### src/hw/rtl/ttirp_pkg.sv
package ttirp_pkg;

    localparam int unsigned MAX_STRING_LEN = 65535;
    localparam int unsigned OFFSET_W       = 16;
    localparam int unsigned VALUE_W        = 64;
    localparam int unsigned RADIX_W        = 6;

    localparam logic [OFFSET_W-1:0] OFFSET_LIMIT =
        (MAX_STRING_LEN > 65535) ? 16'hFFFF : OFFSET_W'(MAX_STRING_LEN);

    localparam logic [RADIX_W-1:0] RADIX_RESET = 6'd10;
    localparam logic [RADIX_W-1:0] RADIX_MAX   = 6'd36;

    typedef enum logic [5:0] {
        PH_SPACE  = 6'b000001,
        PH_SIGNED = 6'b000010,
        PH_ZERO   = 6'b000100,
        PH_DIGITS = 6'b001000,
        PH_DONE   = 6'b010000,
        PH_BAD    = 6'b100000
    } phase_t;

    typedef struct packed {
        logic [7:0] char_in;
        logic       last;
    } item_t;

    typedef struct packed {
        logic [VALUE_W-1:0]  value;
        logic [OFFSET_W-1:0] end_offset;
        logic                overflow;
        logic                bad_base;
    } result_t;

    typedef struct packed {
        phase_t              phase;
        logic [VALUE_W-1:0]  acc;
        logic [RADIX_W-1:0]  base;
        logic                minus;
        logic                ovf;
        logic [OFFSET_W-1:0] pos;
        logic [OFFSET_W-1:0] dend;
    } state_t;

    localparam state_t STATE_CLEAR = '{
        phase: PH_SPACE,
        acc:   '0,
        base:  '0,
        minus: 1'b0,
        ovf:   1'b0,
        pos:   '0,
        dend:  '0
    };

endpackage

### src/hw/rtl/text_to_integer_radix_parser_unit.sv
// The last byte sits in the byte register, then its result is registered, raising
// result_valid. Throughput: 1 byte per cycle; the accumulate step (acc * base +
// digit, 64x6 multiply with overflow check) is combinational between the byte
// register and the state/result registers. A last byte waits while the result is
// unaccepted. Reset: clears parse state and output valid; radix returns to 10.
module text_to_integer_radix_parser_unit
    import ttirp_pkg::*;
#(
    parameter int unsigned MAX_LEN = MAX_STRING_LEN
)
(
    input  logic               clk,
    input  logic               rst_n,
    input  logic               item_valid,
    output logic               item_ready,
    input  item_t              item,
    output logic               result_valid,
    input  logic               result_ready,
    output result_t            result,
    input  logic               radix_valid,
    output logic               radix_ready,
    input  logic [RADIX_W-1:0] radix
);

    item_t              item_reg;
    logic               item_valid_reg;
    logic               item_valid_next;
    result_t            result_reg;
    logic               result_valid_reg;
    logic               result_valid_next;
    state_t             state_reg;
    state_t             state_next;
    logic [RADIX_W-1:0] radix_reg;
    logic [RADIX_W-1:0] radix_next;

    state_t             step_state;
    result_t            step_result;
    logic               out_free;
    logic               fire;
    logic               emit;

    ttirp_step #(
        .MAX_LEN (MAX_LEN)
    ) u_step (
        .cur   (state_reg),
        .item  (item_reg),
        .radix (radix_reg),
        .nxt   (step_state),
        .res   (step_result)
    );

    assign out_free    = !result_valid_reg || result_ready;
    assign fire        = item_valid_reg && (!item_reg.last || out_free);
    assign emit        = fire && item_reg.last;
    assign item_ready  = !item_valid_reg || fire;
    assign radix_ready = 1'b1;

    assign result_valid = result_valid_reg;
    assign result       = result_reg;

    always_comb
    begin
        item_valid_next   = item_ready ? item_valid : item_valid_reg;
        result_valid_next = emit ? 1'b1 : (result_ready ? 1'b0 : result_valid_reg);
        state_next        = state_reg;
        if (fire)
            state_next = item_reg.last ? STATE_CLEAR : step_state;
        radix_next = radix_valid ? radix : radix_reg;
    end

    always_ff @(posedge clk or negedge rst_n)
    begin
        if (!rst_n)
        begin
            item_valid_reg   <= 1'b0;
            result_valid_reg <= 1'b0;
            state_reg        <= STATE_CLEAR;
            radix_reg        <= RADIX_RESET;
        end
        else
        begin
            item_valid_reg   <= item_valid_next;
            result_valid_reg <= result_valid_next;
            state_reg        <= state_next;
            radix_reg        <= radix_next;
        end
    end

    always_ff @(posedge clk)
    begin
        if (item_ready)
            item_reg <= item;
        if (emit)
            result_reg <= step_result;
    end

endmodule

### src/hw/rtl/ttirp_step.sv
module ttirp_step
    import ttirp_pkg::*;
#(
    parameter int unsigned MAX_LEN = MAX_STRING_LEN
)
(
    input  state_t             cur,
    input  item_t              item,
    input  logic [RADIX_W-1:0] radix,
    output state_t             nxt,
    output result_t            res
);

    localparam logic [7:0] CH_MINUS = 8'h2D;
    localparam logic [7:0] CH_PLUS  = 8'h2B;
    localparam logic [7:0] CH_ZERO  = 8'h30;
    localparam logic [7:0] CH_LOW_X = 8'h78;
    localparam logic [7:0] CH_UP_X  = 8'h58;
    localparam logic [7:0] DIGIT_NONE = 8'd255;

    localparam logic [OFFSET_W-1:0] POS_LIMIT =
        (MAX_LEN > 65535) ? 16'hFFFF : OFFSET_W'(MAX_LEN);

    function automatic logic [7:0] digit_value(input logic [7:0] ch);
        logic [7:0] v;
        v = DIGIT_NONE;
        case (ch) inside
            [8'h30:8'h39]: v = ch - 8'h30;
            [8'h61:8'h7A]: v = ch - 8'h61 + 8'd10;
            [8'h41:8'h5A]: v = ch - 8'h41 + 8'd10;
            default:       v = DIGIT_NONE;
        endcase
        return v;
    endfunction

    function automatic logic is_blank(input logic [7:0] ch);
        logic b;
        case (ch) inside
            8'h20, [8'h09:8'h0D]: b = 1'b1;
            default:              b = 1'b0;
        endcase
        return b;
    endfunction

    logic                   first;
    logic [RADIX_W-1:0]     base_eff;
    logic [RADIX_W-1:0]     td_base;
    phase_t                 ph;
    logic [7:0]             dv;
    logic                   digit_ok;
    logic [VALUE_W+5:0]     prod;
    logic [OFFSET_W-1:0]    pos_inc;
    logic                   zero_pref;
    logic                   after_sign;
    logic                   take;
    logic                   bad;

    always_comb
    begin
        first     = (cur.pos == '0) && (cur.phase == PH_SPACE);
        base_eff  = first ? radix : cur.base;
        ph        = (first && (radix == 6'd1 || radix > RADIX_MAX)) ? PH_BAD : cur.phase;
        dv        = digit_value(item.char_in);
        td_base   = (base_eff != '0) ? base_eff : ((ph == PH_ZERO) ? 6'd8 : 6'd10);
        digit_ok  = (td_base >= 6'd2) && (td_base <= RADIX_MAX) && (dv < 8'(td_base));
        prod      = (VALUE_W+6)'(cur.acc) * (VALUE_W+6)'(td_base)
                  + (VALUE_W+6)'(dv[5:0]);
        pos_inc   = (cur.pos >= POS_LIMIT) ? POS_LIMIT : cur.pos + 16'd1;
        zero_pref = (item.char_in == CH_ZERO) && (base_eff == '0 || base_eff == 6'd16);

        nxt        = cur;
        nxt.base   = base_eff;
        nxt.phase  = ph;
        after_sign = 1'b0;
        take       = 1'b0;

        case (ph)
            PH_SPACE:
            begin
                if (is_blank(item.char_in))
                begin
                end
                else if (item.char_in == CH_MINUS)
                begin
                    nxt.minus = 1'b1;
                    nxt.phase = PH_SIGNED;
                end
                else if (item.char_in == CH_PLUS)
                begin
                    nxt.phase = PH_SIGNED;
                end
                else
                begin
                    after_sign = 1'b1;
                end
            end
            PH_SIGNED:
            begin
                after_sign = 1'b1;
            end
            PH_ZERO:
            begin
                if (item.char_in == CH_LOW_X || item.char_in == CH_UP_X)
                begin
                    nxt.base  = 6'd16;
                    nxt.phase = PH_DIGITS;
                end
                else
                begin
                    take = 1'b1;
                end
            end
            PH_DIGITS:
            begin
                take = 1'b1;
            end
            default:
            begin
            end
        endcase

        if (after_sign)
        begin
            if (zero_pref)
            begin
                nxt.acc   = '0;
                nxt.dend  = pos_inc;
                nxt.phase = PH_ZERO;
            end
            else
            begin
                take = 1'b1;
            end
        end

        if (take)
        begin
            nxt.base = td_base;
            if (!digit_ok)
            begin
                nxt.phase = PH_DONE;
            end
            else
            begin
                if (cur.ovf || prod[VALUE_W+5:VALUE_W] != '0)
                    nxt.ovf = 1'b1;
                else
                    nxt.acc = prod[VALUE_W-1:0];
                nxt.dend  = pos_inc;
                nxt.phase = PH_DIGITS;
            end
        end

        nxt.pos = pos_inc;

        bad              = (nxt.phase == PH_BAD);
        res.bad_base     = bad;
        res.overflow     = !bad && nxt.ovf;
        res.end_offset   = bad ? '0 : nxt.dend;
        if (bad)
            res.value = '0;
        else if (nxt.ovf)
            res.value = '1;
        else if (nxt.minus)
            res.value = '0 - nxt.acc;
        else
            res.value = nxt.acc;
    end

endmodule

### config.mk
export PLATFORM = sky130hd
export DESIGN_NAME = text_to_integer_radix_parser_unit
export DESIGN_NICKNAME = d
export VERILOG_FILES = /design/src/hw/rtl/ttirp_pkg.sv /design/src/hw/rtl/text_to_integer_radix_parser_unit.sv /design/src/hw/rtl/ttirp_step.sv
export SDC_FILE = /design/constraint.sdc
export NUM_CORES = 1
export LEC_CHECK = 0
export ABC_AREA = 1
export BUFFER_PORTS_ARGS = -buffer_cell sky130_fd_sc_hd__buf_4
export CORE_AREA = 2 2 329 331
export DETAILED_ROUTE_END_ITERATION = 7
export DIE_AREA = 0 0 331 333
export MAX_ROUTING_LAYER = met4
export SYNTH_ARGS = -nofsm -noshare
export SYNTH_HDL_FRONTEND = slang
export SYNTH_SLANG_ARGS = --single-unit
### constraint.sdc
create_clock -name clk -period 12.22 [get_ports clk]
set_input_delay 2.444 -clock clk [delete_from_list [all_inputs] [get_ports clk]]
set_output_delay 2.444 -clock clk [all_outputs]
set_load 0.05 [all_outputs]
==> impl_metrics.tcl <==
set metrics [dict create \
    status "finished, final reports clean" \
    synth_top_family_by_area "simple AND/OR/NAND/NOR gates" \
    total_power_mw 3.18 \
    antenna_found_initial 0 \
    drive_above_1_share_pct 7.36 \
    yosysTopAreaCellShare_pct 19.1 \
    peakVddDrop_v 0.000208 \
    fmax_ghz 0.0958 \
    wirelength_um 98700 \
    place_congestion 0.981 \
    hold_class "register to register" \
    power_density_nw_per_um2 108 \
    p_leak_nw 15.0 \
    wl_per_cell_um 19.1 \
    cp-start-kind "register" \
    power_frac_comb_pct 49.8 \
    ys_ff_latch 209 \
    synth_edf_count 91 \
    dieArea_um2 110000 \
    die_h_um 333 \
    critical-path-max-stage-delay_ns 0.70 \
    cts_tree "yes" \
    grt_max_degree 88 \
    hold-worst-slack_ns 0.482 \
    whs_path_depth 2 \
    first_pass_iters 5 \
    cts_hold_buf 0 \
    area_growth_pct 11.6 \
    cpMostUsedCell "nand2_1" \
    htree_levels 1 \
    syn_area_um2 26500 \
    maxCapViolations 0 \
    port_buffers 103 \
    cts.path.max_buffers 3 \
    final.setup.tns_ns 0 \
    cts_made_buffers 24 \
    muxShareOfSynthArea_pct 0.0425 \
    start_util_pct 24.8 \
    finalClockSkew_ns 0.0177 \
    antenna_cells 0 \
    dp_hpwl_um 79400 \
    cts_setup_buffers 0 \
    pwr-share-clk_pct 24.7 \
    viasPerCell 4.85 \
    slew_viol_final 0 \
    synth_common_cells "941 x nand2_1, 703 x nor2_1, 451 x inv_1" \
    root_buffer "clkbuf_16" \
    io_pins 105 \
    synth_top_area_cell "fa_1" \
    swShare_pct 49.8 \
    grt_use_total_pct 18.3 \
    reg2reg_depth 45 \
    crit_fanout 64 \
    required_ns 12.54 \
    cp_data_arrival_time_ns 10.76 \
    clk_pin_slew_ns 0.06 \
    slew_headroom_pct 22.3 \
    p_int_mw 1.60 \
    grt_pass1_vias 24900 \
    via_count 25100 \
    setup_viol 0 \
    ant_nets 0 \
    period_needed_ns 10.44 \
    yosys_warnings 0 \
    synthCells 3706 \
    drt_iter0_drc 2524 \
    post_dp_cell_area_um2 28700 \
    grt_pass1_wl_um 152000 \
    seq_power_share_pct 25.5 \
    grt-ovfl-total 0 \
    crit_slowest_cell "clkinv_1" \
    crit_path_end_kind "register" \
    async_flop_share_pct 56.5 \
    nets 4183 \
    largest_reg_flops 110 \
    netSwitchingPower_mw 1.58 \
    final_area_um2 29500 \
    final_hold_viol_count 0 \
    dp.cells 5125 \
    tightest_slew_ns 1.16 \
    drc 0 \
    rows 120 \
    synth.most_common_cell "nand2_1" \
    synth_area_leaders "fa_1 19%, nand2_1 13%, dfrtp_1 11%, edfxtp_1 10%, nor2_1 10%" \
    core-area_um2 107000 \
    synth_fa_ha_area_share_pct 26.8 \
    synth_xor_area_share_pct 2.65 \
    die_x_um 331 \
    synth_area_per_cell_um2 7.14 \
    finalCritPeriodShare_pct 85.4 \
    rsz0062_at_grt "false" \
    synth_compound_area_share_pct 10.1 \
    syn_nets 4141 \
    cts_resized 0 \
    ys.flop_type "dfrtp_1" \
    yosys.cell_types.count 55 \
    cts.sinks 209 \
    final_cell_count_no_fill 5169 \
    criticalPathCategory "register to register" \
    yosys.area_share.simple_pct 30.1 \
    ys_seq_area_share_pct 21.5 \
    clkLatencyLatePin_ns 0.56 \
]
per-layer routing:
| layer | up-vias | GRT usage [%] | wire length (um) |
|---|---|---|---|
| met5 | - | - | 0 |
| met4 | 0 | 4.83 | 2880 |
| met3 | 141 | 1.55 | 5990 |
| met2 | 954 | 28.3 | 44400 |
| met1 | 12100 | 25.6 | 45500 |
| li1 | 11900 | - | - |
per-stage QoR:
stage / setup slack [ns] / util (%)
after CTS: 1.93 / 27.7
after floorplan: 4.68 / -
after global routing: 1.17 / 27.7
final: 1.78 / 27.7
after detailed placement: 1.98 / 26.9
after global placement: 2.15 / 26.9
logic make-up after synthesis:
group,Yosys count
adders and majority gates,415
muxes,1
and+or+nand+nor,1935
other,1
xor gates and xnor gates,80
DFF,209
AOI/OAI and AO/OA,473
buffers and inverters,592
path summary, 6_finish.rpt:
path,startpoint,to,slack [ns]
max in group asynchronous,rst_n,state_reg[92],8.84
hold reg to reg,state_reg[1],state_reg[1],0.48
min in group asynchronous,rst_n,item_valid_reg,1.93
hold / removal,state_reg[1],state_reg[1],0.48
setup / recovery,state_reg[28],result[40],1.78
setup reg to reg,state_reg[28],result[40],1.78
area by class of cell:
class / instances / area, um2
fillers: 11700 / 77100
clock inverters: 11 / 123
flip-flops and latches: 209 / 5690
repair buffers: 135 / 1010
inverters: 473 / 1780
clock buffers: 33 / 707
well taps: 1403 / 1760
multi-input cells: 2905 / 18500
power by group through the flow:
stage / Clock [mW] / Combinational, mW / Sequential [mW]
floorplan: 0 / 0.952 / 0.871
global placement: 0 / 1.54 / 0.824
detailed placement: 0 / 1.55 / 0.824
CTS: 0.797 / 1.56 / 0.811
global route: 0.818 / 1.69 / 0.816
finish: 0.783 / 1.58 / 0.811
worst max-delay path, delay by kind of cell, from the launching register on:
kind / cells / cell delay [ns]
adder cells (fa/ha/maj): 6 / 2.40
AO/OA/AOI/OAI: 3 / 0.73
buffers and inverters: 7 / 1.53
AND/OR/NAND/NOR: 29 / 5.04
flip-flops: 1 / 0.43
cell usage in the layout (no fill, tap or decap), types with 14 or more instances in the layout:
cell       synthesis  final
nand2_2           14     15
clkbuf_16          0     26
dfrtp_1          115    115
fa_1             252    252
edfxtp_1          91     91
ha_1             163    163
o21bai_1          17     17
nor2_2            19     19
nand3_1          132    132
nor2_4            13     14
o21ai_0          161    161
nand4_1           51     51
inv_1            451    450
o22ai_1           83     83
nor3_1            22     22
nand2_1          941    940
inv_2             15     17
xnor2_1           28     28
o21ai_1           30     30
nor2_1           703    702
a21oi_1          122    122
a31oi_1           32     31
buf_4              5    135
xor2_1            52     52
Note: power is estimated with default switching activity, not from simulation.
